$ cat src/hdl/gpio_edge_event_capture_fifo_macros.svh
// Assertion macros used by the capture FIFO top level.
`ifndef GPIO_EDGE_EVENT_CAPTURE_FIFO_MACROS_SVH
`define GPIO_EDGE_EVENT_CAPTURE_FIFO_MACROS_SVH

// Same-cycle implication, sampled on clk, off during reset.
`define GEEC_ASSERT_IMP(label, pre, post) \
    label: assert property (@(posedge clk) disable iff (!rst_n) (pre) |-> (post)) \
        else $error("geec: same-cycle check failed");

// Next-cycle implication, sampled on clk, off during reset.
`define GEEC_ASSERT_NXT(label, pre, post) \
    label: assert property (@(posedge clk) disable iff (!rst_n) (pre) |=> (post)) \
        else $error("geec: next-cycle check failed");

`endif

$ cat src/hdl/geec_pkg.sv
// Types and constants of the GPIO edge event capture FIFO.
package geec_pkg;

    localparam int MAX_LINES = 4;
    localparam int PIN_COUNT = 16;
    localparam int PIN_W     = 4;
    localparam int ID_W      = 8;
    localparam int TRIG_W    = 2;
    localparam int TIME_W    = 32;
    localparam int CNT_W     = 3;

    localparam logic [1:0] FUNC_EVENT  = 2'd0;
    localparam logic [1:0] FUNC_POP    = 2'd1;
    localparam logic [1:0] FUNC_ENABLE = 2'd2;

    localparam logic [1:0] ST_OK         = 2'd0;
    localparam logic [1:0] ST_EMPTY      = 2'd1;
    localparam logic [1:0] ST_NOT_CONFIG = 2'd2;
    localparam logic [1:0] ST_NOT_FOUND  = 2'd3;

    localparam logic [TRIG_W-1:0] TRIG_RISING  = 2'd0;
    localparam logic [TRIG_W-1:0] TRIG_FALLING = 2'd1;

    localparam logic [1:0] CFG_LINE_PINS     = 2'd0;
    localparam logic [1:0] CFG_LINE_IDS      = 2'd1;
    localparam logic [1:0] CFG_LINE_TRIGGERS = 2'd2;
    localparam logic [1:0] CFG_LINE_COUNT    = 2'd3;

    typedef enum logic [1:0] {
        S_IDLE,
        S_PUSH,
        S_READ
    } state_t;

    typedef struct packed {
        logic [ID_W-1:0]   line_id;
        logic              rise;
        logic              level;
        logic [TIME_W-1:0] stamp;
    } sample_t;

    typedef struct packed {
        logic hit;
        logic rise;
        logic level;
        logic id_hit;
    } lane_res_t;

endpackage

$ cat src/hdl/geec_lane.sv
// One line lane: pin match, edge choice and id match for a single line.
module geec_lane (
    input  logic [geec_pkg::PIN_W-1:0]     pin,
    input  logic [geec_pkg::ID_W-1:0]      line_id,
    input  logic [geec_pkg::TRIG_W-1:0]    trig,
    input  logic                           armed,
    input  logic                           in_use,
    input  logic [geec_pkg::PIN_COUNT-1:0] pin_pending,
    input  logic [geec_pkg::PIN_COUNT-1:0] pin_levels,
    input  logic [geec_pkg::ID_W-1:0]      target_line,
    output geec_pkg::lane_res_t            res
);
    import geec_pkg::*;

    logic pin_ok;
    logic lvl;

    assign pin_ok = int'(pin) < PIN_COUNT;
    assign lvl    = pin_levels[pin];

    always_comb
    begin
        res.hit    = in_use && armed && pin_ok && pin_pending[pin];
        res.level  = lvl;
        res.id_hit = in_use && (line_id == target_line);
        case (trig)
            TRIG_RISING:  res.rise = 1'b1;
            TRIG_FALLING: res.rise = 1'b0;
            default:      res.rise = lvl;
        endcase
    end

endmodule

$ cat src/hdl/geec_ring.sv
// Sample ring storage: one write port, one registered read port.
module geec_ring #(
    parameter int DEPTH = 64
) (
    input  logic                     clk,
    input  logic                     we,
    input  logic [$clog2(DEPTH)-1:0] waddr,
    input  geec_pkg::sample_t        wdata,
    input  logic                     re,
    input  logic [$clog2(DEPTH)-1:0] raddr,
    output geec_pkg::sample_t        rdata
);
    import geec_pkg::*;

    sample_t mem [DEPTH];
    sample_t rdata_reg;

    always_ff @(posedge clk)
    begin
        if (we)
        begin
            mem[waddr] <= wdata;
        end
        if (re)
        begin
            rdata_reg <= mem[raddr];
        end
    end

    assign rdata = rdata_reg;

endmodule

$ cat src/hdl/gpio_edge_event_capture_fifo.sv
// Top level of the GPIO edge event capture FIFO: lanes, merge sequencer and ring.
//
// Commands enter on start/func and the payload ports; a command is taken at a
// rising edge with start high and busy low. Each command gives one result word,
// shown for one cycle with done high; the receiver cannot stall it.
// Configuration is written through cfg_wr_en/cfg_index/cfg_wdata; the user must
// write it only while idle, the block itself does not enforce it.
// Processing: for an event the four lanes judge every line at once, then the
// merge pushes one sample a cycle through the single ring write port, one for
// each armed line with a pending pin (0..4). A pop that returns a sample goes
// through the registered ring read; every other command is answered from idle.
// A new command may be taken in the done cycle. dropped_total and
// ring_not_empty show the state after the command during done.
// Reset clears configuration, ring indices, drop counter and armed bits; no
// clearing pass runs, ring entries are only read after being written.
`include "gpio_edge_event_capture_fifo_macros.svh"

module gpio_edge_event_capture_fifo #(
    parameter int RING_DEPTH = 64
) (
    input  logic        clk,
    input  logic        rst_n,
    input  logic        start,
    output logic        busy,
    input  logic [1:0]  func,
    input  logic [15:0] pin_pending,
    input  logic [15:0] pin_levels,
    input  logic [31:0] event_time,
    input  logic [7:0]  target_line,
    input  logic        arm_flag,
    output logic        done,
    output logic [1:0]  op_status,
    output logic [7:0]  out_line_id,
    output logic        out_edge,
    output logic        out_level,
    output logic [31:0] out_time,
    output logic [2:0]  pushed_count,
    output logic [31:0] dropped_total,
    output logic        ring_not_empty,
    input  logic        cfg_wr_en,
    input  logic [1:0]  cfg_index,
    input  logic [31:0] cfg_wdata
);
    import geec_pkg::*;

    localparam int AW   = $clog2(RING_DEPTH);
    localparam int IW   = $clog2(2 * RING_DEPTH);
    localparam int LAST = 2 * RING_DEPTH - 1;

    function automatic logic [AW-1:0] slot_of(input logic [IW-1:0] idx);
        slot_of = (idx >= IW'(RING_DEPTH)) ? AW'(idx - IW'(RING_DEPTH)) : AW'(idx);
    endfunction

    function automatic logic [IW-1:0] step_idx(input logic [IW-1:0] idx);
        step_idx = (idx == IW'(LAST)) ? '0 : idx + IW'(1);
    endfunction

    // configuration
    logic [MAX_LINES*PIN_W-1:0]  line_pins_reg;
    logic [MAX_LINES*ID_W-1:0]   line_ids_reg;
    logic [MAX_LINES*TRIG_W-1:0] line_triggers_reg;
    logic [CNT_W-1:0]            line_count_reg;

    // control state
    state_t                 state_reg, state_next;
    logic [IW-1:0]          w_reg, w_next;
    logic [IW-1:0]          r_reg, r_next;
    logic [31:0]            drop_reg, drop_next;
    logic [MAX_LINES-1:0]   armed_reg, armed_next;
    logic                   done_reg, done_next;

    // payload
    logic [MAX_LINES-1:0]   hit_reg, hit_next;
    logic [MAX_LINES-1:0]   rise_reg, rise_next;
    logic [MAX_LINES-1:0]   level_reg, level_next;
    logic [TIME_W-1:0]      time_reg, time_next;
    logic [1:0]             status_reg, status_next;
    sample_t                out_reg, out_next;
    logic [CNT_W-1:0]       pushed_reg, pushed_next;

    logic [CNT_W-1:0]       n_lines;
    logic [IW:0]            fill;
    logic                   full;
    lane_res_t              lane_res [MAX_LINES];

    logic                   mem_we;
    logic                   mem_re;
    sample_t                mem_wdata;
    sample_t                mem_rdata;

    assign n_lines = (line_count_reg > CNT_W'(MAX_LINES)) ? CNT_W'(MAX_LINES)
                                                          : line_count_reg;
    assign fill = (w_reg >= r_reg) ? {1'b0, w_reg} - {1'b0, r_reg}
                                   : {1'b0, w_reg} + (IW+1)'(2 * RING_DEPTH) - {1'b0, r_reg};
    assign full = (fill == (IW+1)'(RING_DEPTH));

    for (genvar g = 0; g < MAX_LINES; g++)
    begin : g_lane
        geec_lane u_lane (
            .pin         (line_pins_reg[g*PIN_W +: PIN_W]),
            .line_id     (line_ids_reg[g*ID_W +: ID_W]),
            .trig        (line_triggers_reg[g*TRIG_W +: TRIG_W]),
            .armed       (armed_reg[g]),
            .in_use      (CNT_W'(g) < n_lines),
            .pin_pending (pin_pending),
            .pin_levels  (pin_levels),
            .target_line (target_line),
            .res         (lane_res[g])
        );
    end

    geec_ring #(
        .DEPTH (RING_DEPTH)
    ) u_ring (
        .clk   (clk),
        .we    (mem_we),
        .waddr (slot_of(w_reg)),
        .wdata (mem_wdata),
        .re    (mem_re),
        .raddr (slot_of(r_reg)),
        .rdata (mem_rdata)
    );

    always_comb
    begin
        logic found;
        state_next  = state_reg;
        w_next      = w_reg;
        r_next      = r_reg;
        drop_next   = drop_reg;
        armed_next  = armed_reg;
        done_next   = 1'b0;
        hit_next    = hit_reg;
        rise_next   = rise_reg;
        level_next  = level_reg;
        time_next   = time_reg;
        status_next = status_reg;
        out_next    = out_reg;
        pushed_next = pushed_reg;
        mem_we      = 1'b0;
        mem_re      = 1'b0;
        mem_wdata   = '0;
        found       = 1'b0;

        unique case (state_reg)
            S_IDLE:
            begin
                if (start)
                begin
                    status_next = ST_OK;
                    out_next    = '0;
                    pushed_next = '0;
                    case (func)
                        FUNC_EVENT:
                        begin
                            for (int i = 0; i < MAX_LINES; i++)
                            begin
                                hit_next[i]   = lane_res[i].hit;
                                rise_next[i]  = lane_res[i].rise;
                                level_next[i] = lane_res[i].level;
                            end
                            time_next  = event_time;
                            state_next = S_PUSH;
                        end
                        FUNC_POP:
                        begin
                            if (n_lines == '0)
                            begin
                                status_next = ST_NOT_CONFIG;
                                done_next   = 1'b1;
                            end
                            else if (w_reg == r_reg)
                            begin
                                status_next = ST_EMPTY;
                                done_next   = 1'b1;
                            end
                            else
                            begin
                                mem_re     = 1'b1;
                                r_next     = step_idx(r_reg);
                                state_next = S_READ;
                            end
                        end
                        FUNC_ENABLE:
                        begin
                            done_next = 1'b1;
                            if (n_lines == '0)
                            begin
                                status_next = ST_NOT_CONFIG;
                            end
                            else
                            begin
                                status_next = ST_NOT_FOUND;
                                // lowest matching line wins
                                for (int i = 0; i < MAX_LINES; i++)
                                begin
                                    if (!found && lane_res[i].id_hit)
                                    begin
                                        found         = 1'b1;
                                        armed_next[i] = arm_flag;
                                        status_next   = ST_OK;
                                    end
                                end
                            end
                        end
                        default:
                        begin
                            done_next = 1'b1;
                        end
                    endcase
                end
            end
            S_PUSH:
            begin
                if (hit_reg == '0)
                begin
                    status_next = ST_OK;
                    done_next   = 1'b1;
                    state_next  = S_IDLE;
                end
                else
                begin
                    // take the lowest pending lane this cycle
                    for (int i = 0; i < MAX_LINES; i++)
                    begin
                        if (!found && hit_reg[i])
                        begin
                            found             = 1'b1;
                            hit_next[i]       = 1'b0;
                            mem_wdata.line_id = line_ids_reg[i*ID_W +: ID_W];
                            mem_wdata.rise    = rise_reg[i];
                            mem_wdata.level   = level_reg[i];
                            mem_wdata.stamp   = time_reg;
                        end
                    end
                    if (full)
                    begin
                        drop_next = drop_reg + 32'd1;
                    end
                    else
                    begin
                        mem_we      = 1'b1;
                        w_next      = step_idx(w_reg);
                        pushed_next = pushed_reg + CNT_W'(1);
                    end
                end
            end
            S_READ:
            begin
                out_next    = mem_rdata;
                status_next = ST_OK;
                done_next   = 1'b1;
                state_next  = S_IDLE;
            end
            default:
            begin
                state_next = S_IDLE;
            end
        endcase
    end

    always_ff @(posedge clk or negedge rst_n)
    begin
        if (!rst_n)
        begin
            state_reg         <= S_IDLE;
            w_reg             <= '0;
            r_reg             <= '0;
            drop_reg          <= '0;
            armed_reg         <= '0;
            done_reg          <= 1'b0;
            line_pins_reg     <= '0;
            line_ids_reg      <= '0;
            line_triggers_reg <= '0;
            line_count_reg    <= '0;
        end
        else
        begin
            state_reg <= state_next;
            w_reg     <= w_next;
            r_reg     <= r_next;
            drop_reg  <= drop_next;
            armed_reg <= armed_next;
            done_reg  <= done_next;
            if (cfg_wr_en)
            begin
                unique case (cfg_index)
                    CFG_LINE_PINS:     line_pins_reg     <= cfg_wdata[MAX_LINES*PIN_W-1:0];
                    CFG_LINE_IDS:      line_ids_reg      <= cfg_wdata[MAX_LINES*ID_W-1:0];
                    CFG_LINE_TRIGGERS: line_triggers_reg <= cfg_wdata[MAX_LINES*TRIG_W-1:0];
                    CFG_LINE_COUNT:    line_count_reg    <= cfg_wdata[CNT_W-1:0];
                    default:           line_count_reg    <= line_count_reg;
                endcase
            end
        end
    end

    always_ff @(posedge clk)
    begin
        hit_reg    <= hit_next;
        rise_reg   <= rise_next;
        level_reg  <= level_next;
        time_reg   <= time_next;
        status_reg <= status_next;
        out_reg    <= out_next;
        pushed_reg <= pushed_next;
    end

    assign busy           = (state_reg != S_IDLE);
    assign done           = done_reg;
    assign op_status      = status_reg;
    assign out_line_id    = out_reg.line_id;
    assign out_edge       = out_reg.rise;
    assign out_level      = out_reg.level;
    assign out_time       = out_reg.stamp;
    assign pushed_count   = pushed_reg;
    assign dropped_total  = drop_reg;
    assign ring_not_empty = (w_reg != r_reg);

    `GEEC_ASSERT_IMP(a_done_idle, done_reg, state_reg == S_IDLE)
    `GEEC_ASSERT_IMP(a_fill_bound, 1'b1, fill <= (IW+1)'(RING_DEPTH))
    `GEEC_ASSERT_NXT(a_accept_moves, start && !busy, busy || done)
    `GEEC_ASSERT_IMP(a_read_advanced, state_reg == S_READ, r_reg != $past(r_reg))

endmodule
$ cat config.mk
export PLATFORM = sky130hd
export DESIGN_NAME = gpio_edge_event_capture_fifo
export DESIGN_NICKNAME = d
export VERILOG_FILES = /design/src/hdl/geec_pkg.sv /design/src/hdl/geec_lane.sv /design/src/hdl/geec_ring.sv /design/src/hdl/gpio_edge_event_capture_fifo.sv
export VERILOG_INCLUDE_DIRS = /design/src /design/src/hdl
export SDC_FILE = /design/constraint.sdc
export NUM_CORES = 2
export LEC_CHECK = 0
export BUFFER_PORTS_ARGS = -buffer_cell sky130_fd_sc_hd__buf_4
export CORE_ASPECT_RATIO = 0.6
export CORE_MARGIN = 5
export CORE_UTILIZATION = 39
export DETAILED_ROUTE_END_ITERATION = 7
export GPL_TIMING_DRIVEN = 0
export PLACE_DENSITY_LB_ADDON = 0.1
export REMOVE_ABC_BUFFERS = 1
export SYNTH_ARGS = -nofsm -noshare
export SYNTH_HDL_FRONTEND = slang
export SYNTH_SLANG_ARGS = --single-unit
$ cat constraint.sdc
create_clock -name clk -period 4.9 [get_ports clk]
set_input_delay 0.49 -clock clk [delete_from_list [all_inputs] [get_ports clk]]
set_output_delay 0.49 -clock clk [all_outputs]
set_load 0.02 [all_outputs]
After elaboration in Yosys (flattened, before gate mapping)
Memory sizes are Yosys's and may differ from the RTL's. A register that Yosys moved wholly into a read port is not among the register bits.
Index checks and enable logic that the tools add are counted.
Storage, ports and cells
  flip-flop bits (word level): 203
  memories kept: 1
  RAM bits: 2688
Operators by class
  add/sub/neg operators: 9
  bitwise gates (word level): 4
  order comparisons: 12
  eq/ne operators: 31
  muxes and demuxes: 101
  reductions and logical operators: 57
Memory list
  u_ring.mem: words 64, bits a word 42, read ports 1, clocked after Yosys merged registers in 1, write ports 1, RTL line geec_ring.sv:15  | sample_t mem [DEPTH];
Operators by type and width (number)
  $mux W42: 7
  $pmux W42 S2: 1
  $mux W1: 50
  $reduce_and A5 Y1: 9
  $add A32 B1 Y32 const B: 1
  $bmux W1 S4: 8
  $eq A8 B8 Y1: 4
  $mux W2: 11
  $lt A4 B5 Y1 const B: 4
  $logic_and A1 B1 Y1: 18
  $add A7 B1 Y7 const B: 2
  $eq A2 B1 Y1 const B: 7
  $eq A7 B7 Y1 const B: 2
  $ge A7 B7 Y1 const B: 2
  $logic_not A2 Y1: 7
  $mux W7: 2
  $ne A2 B2 Y1 const B: 7
  $mux W3: 4
  $mux W4: 3
  $mux W6: 2
  $pmux W2 S2: 3
  $reduce_and A3 Y1: 4
  $sub A6 B1 Y6 const B: 2
  $pmux W1 S2: 5
  28 further kinds: 49

Depth between registers and ports, before layout
  depth in word-level cells: 30
  gate-level depth with buffers: 15
  mapped depth without buffers: 10

Modules after synthesis
From an unflattened synthesis, not the netlist that was laid out.
Unflattened totals
  cell total of the unflattened synthesis: 5285
  area, all modules: 113973.1 µm²
Modules (own cells, without submodules)
  geec_ring: times used 1, cells an instance 4448, area an instance 103385.4 µm², seq. area each 81978.6 µm²
  gpio_edge_event_capture_fifo: times used 1, cells an instance 693, area an instance 8986.1 µm², seq. area each 5535.3 µm²
  geec_lane: times used 4, cells an instance 36, area an instance 400.4 µm², seq. area each 0.0 µm²

Worst setup path before layout
OpenSTA, ideal clock, no wires.
  kind: reg2reg
  start: register r_reg[2]
  end: memory u_ring.mem[16][0] in the netlist's numbering, enable pin
  setup slack: -0.484 ns
  arrival: 4.942 ns
  buffers on the path: 6
  period minus slack after synthesis: 5.384 ns
  stages on the path, launching flop included: 16
  cells stage by stage: dfrtp_1 clkbuf_1 inv_1 buf_2 clkbuf_1 buf_1 ha_1 nand2b_1 a21oi_2 xor2_1 or4_1 a2111o_1 buf_6 clkbuf_1 nand4b_1 nor2_1
Between the ends
  word-level cells in the longest chain between the ends: 8
  elaborated cells on any way between the ends: 10
RTL lines
  from (decl): RTL line gpio_edge_event_capture_fifo.sv:67  | logic [IW-1:0] r_reg, r_next;
  from (signal assigned): RTL line gpio_edge_event_capture_fifo.sv:281  | r_reg <= r_next;
  $sub A8 B7 Y8, or another cell as far along: RTL line gpio_edge_event_capture_fifo.sv:94  | : {1'b0, w_reg} + (IW+1)'(2 * RING_DEPTH) - {1'b0, r_reg};
  $mux W8 *: RTL line gpio_edge_event_capture_fifo.sv:93  | assign fill = (w_reg >= r_reg) ? {1'b0, w_reg} - {1'b0, r_reg}
  $eq A8 B7 Y1 *: RTL line gpio_edge_event_capture_fifo.sv:95  | assign full = (fill == (IW+1)'(RING_DEPTH));
  $mux W1 *: RTL line gpio_edge_event_capture_fifo.sv:236  | if (full)
  $mux W1 *: RTL line gpio_edge_event_capture_fifo.sv:215  | if (hit_reg == '0)
  $mux W1 *: RTL line gpio_edge_event_capture_fifo.sv:145  | unique case (state_reg)
  $mux W1 *: RTL line geec_ring.sv:20  | if (we)
  $mux W1 (implied by the code) *: RTL line geec_ring.sv:22  | mem[waddr] <= wdata;
  to (decl): RTL line geec_ring.sv:15
Mark *: on every way between the ends. The rest lies on a longest branch, timed or not.

Worst setup path in the final report
  start: register r_reg[2]
  end: memory u_ring.mem[11][19] in the netlist's numbering, enable pin
The elaborated chain is that of the path after synthesis.

==> metrics.txt <==
Fin Setup TNS=-20.09 ns; peak supply drop=about 0.38 mV; fmax=199 MHz; height of the die=~430 µm; CTS tree=built; FF+latch count, synth=2933; P_leak=44.4 nW; DR WL/cell=36.0 µm; I/O Pins=between 150 and 200; status=finished with violations; max-cap violation count=0; DRC=0; number of flops mapped to enable cells by yosys=~2800; Reg clk slew, reported paths=0.07 ns; Starting DRT DRC Count=~7700; Synth top cells by count=2821 x edfxtp_1, 810 x mux4_2, 146 x nor2_1; failing checks=setup timing; most frequent cell after synthesis=edfxtp_1; first-pass GRT wire length=485 mm; final hold viol count=0; Setup WS pre-CTS=-1.66 ns; H-tree depth=5; Routed Antenna Nets=0; Slew HR=0.0790; critical path arrival=5.61 ns; core footprint=289000 µm²; post-route core utilization=0.474; startpoint class of the critical path=register; clock skew=approximately 0.054 ns; GRT Util Overall=0.231; Synth warnings=0; number of flip-flops under the largest register name=around 2700; initial antenna violation count=16; Final HPWL DP=227 mm; Cell variety after synth=62; Finished Cell Area=~140000 µm²; Synth Cell Area=113000 µm²; Final #Nets=a little under 6000; Final Max Slew Viols=0; post-route minimum period=~5.0 ns; Num Clock Sinks=between 2000 and 3000; Post-Route WL=roughly 350 mm; num rows=153; Num CTS Buffers=roughly 290; Clock Latency Late Sink=a little under 0.9 ns; IO Port Bufs=slightly below 200; Yosys top cell area share=0.747; cell taking the most area after synthesis=edfxtp_1; Worst Path Max Fanout=between 40 and 50; via count=58249; share of cells above drive strength 1=0.343; Final Wtd Congestion=between 0.7 and 0.8; fin crit share=1.03; die footprint=302000 µm²; Main synth FF type=edfxtp_1; Root Driver=clkbuf_16; WP data required=between 5 and 6 ns; PnR worst setup slack=-0.125 ns; Cell Area, Placed=between 100000 and 150000 µm²; Final Total Pwr=about 75 mW; worst-margin pin slew=~1.4 ns; vias in the first global route=roughly 58000; number of fill cells=around 23000; final number of setup-violating endpoints=~470; Mapped Avg Cell Area=~23 µm²; cells after synthesis=4983; starting density of the core=0.392; top post-synthesis cells by area=edfxtp_1 75%, mux4_2 16%, dfrtp_1 2.5%; WS Path Type=reg -> reg; Max clock buf depth=4; via/cell ratio=between 5 and 6; area occupied by multi-input gates=approximately 25000 µm²; Overflow after GRT=0; ys async rst share=0.0382; post-synthesis sequential area ratio=0.772; Storage cell area=just under 90000 µm²; crit path capture type=register; largest net degree at the start of global routing=72; PwrDens=roughly 540 nW/µm²; DRT Pass-1 Iters=5; P&R area growth vs syn=21.1%; Min-Delay Path Class=in -> reg; die width=706 µm
## layout make-up
cell class | instances | area share
inverter | 28 | 0.000893
clock inverter | 144 | 0.0104
sequential | 2933 | 0.638
clock buffer | 373 | 0.0576
timing repair buffer | 682 | 0.0731
antenna | 2 | 0.0000365
tap | 3875 | 0.0353
multi-input combinational | 1765 | 0.185
## per-layer routing
| metal | wire length (µm) | track usage | vias to the layer above |
|---|---|---|---|
| li1 | - | - | 22687 |
| met1 | 166000 | 0.371 | 32382 |
| met2 | 149000 | 0.324 | 2654 |
| met3 | 29000 | 0.0445 | 526 |
| met4 | 9100 | 0.0551 | 0 |
| met5 | 0 | 0 | - |
## repair_timing
action	4_1_cts	5_1_grt
setup buffers	119	3
pin swaps	57	2
gates cloned	3	4
endpoints found under the setup margin	2774	1689
hold buffers	67	0
resized for setup	3	3
endpoints found under the hold margin	209	0
## placed cells by master (no fill, tap or decap), drive strengths merged, types with 11 or more instances in the layout
cell	netlist	layout
and3	44	44
dlygate4sd3	0	67
xor2	48	48
clkbuf	129	376
buf	129	609
mux2	66	66
o21ai	49	49
nand2	91	91
nand3	40	40
ha	18	18
nor3	19	19
a21oi	46	46
mux2i	46	46
clkinvlp	0	11
bufinv	0	28
clkinv	0	99
dfrtp	112	112
mux4	810	810
a22oi	94	94
nor4	24	24
nand4	12	12
o211ai	34	34
xnor2	25	25
nor2	147	147
a221oi	24	24
edfxtp	2821	2821
and2	46	46
inv	28	34
## kinds of logic after synthesis
group,Yosys count,synth area share
muxes,922,0.172
buffers and inverters,286,0.0103
and+or+nand+nor,458,0.0203
adders and majority gates,19,0.00216
AOI/OAI and AO/OA,292,0.0178
xor gates and xnor gates,73,0.00564
DFF,2933,0.772
## worst max-delay path: stages (launching register included)
cell      delay [ns]
dfrtp_4         0.68
buf_12          0.28
inv_12          0.17
ha_1            0.53
nand2b_1        0.13
a21oi_2         0.24
xor2_1          0.13
or4_1           0.63
a2111o_2        0.58
nand4b_1        0.18
buf_4           0.21
nor2_4          0.11
buf_12          0.24
buf_12          0.20
## path summary, 6_finish.rpt
kind	slack [ns]	startpoint	end	cells after the start
max	-0.13	r_reg[2]	u_ring.mem[11][19]	13
min	0.08	cfg_index[0]	line_pins_reg[1]	3
max reg2reg	-0.13	r_reg[2]	u_ring.mem[11][19]	13
min reg2reg	0.48	dropped_total[31]	dropped_total[31]	1
max in group asynchronous	3.97	rst_n	r_reg[0]	3
min in group asynchronous	0.11	rst_n	line_pins_reg[14]	2
## stage by stage
step,hold slack [ns],cells
4_1_cts,0.00192,9794
6_report,0.0757,9802
3_5_place_dp,0.444,9088
3_3_place_gp,0.462,8794
2_1_floorplan,0.194,4725
5_1_grt,0.0481,9800
## report_power, final
group / internal [mW] / total (mW) / switching, mW / leakage, nW
sequential: 30.4 / 31.0 / 0.658 / 27.4
clock: 12.9 / 22.6 / 9.65 / 4.54
combinational: 9.17 / 21.1 / 11.9 / 12.4
Note: power is estimated with default switching activity, not from simulation.
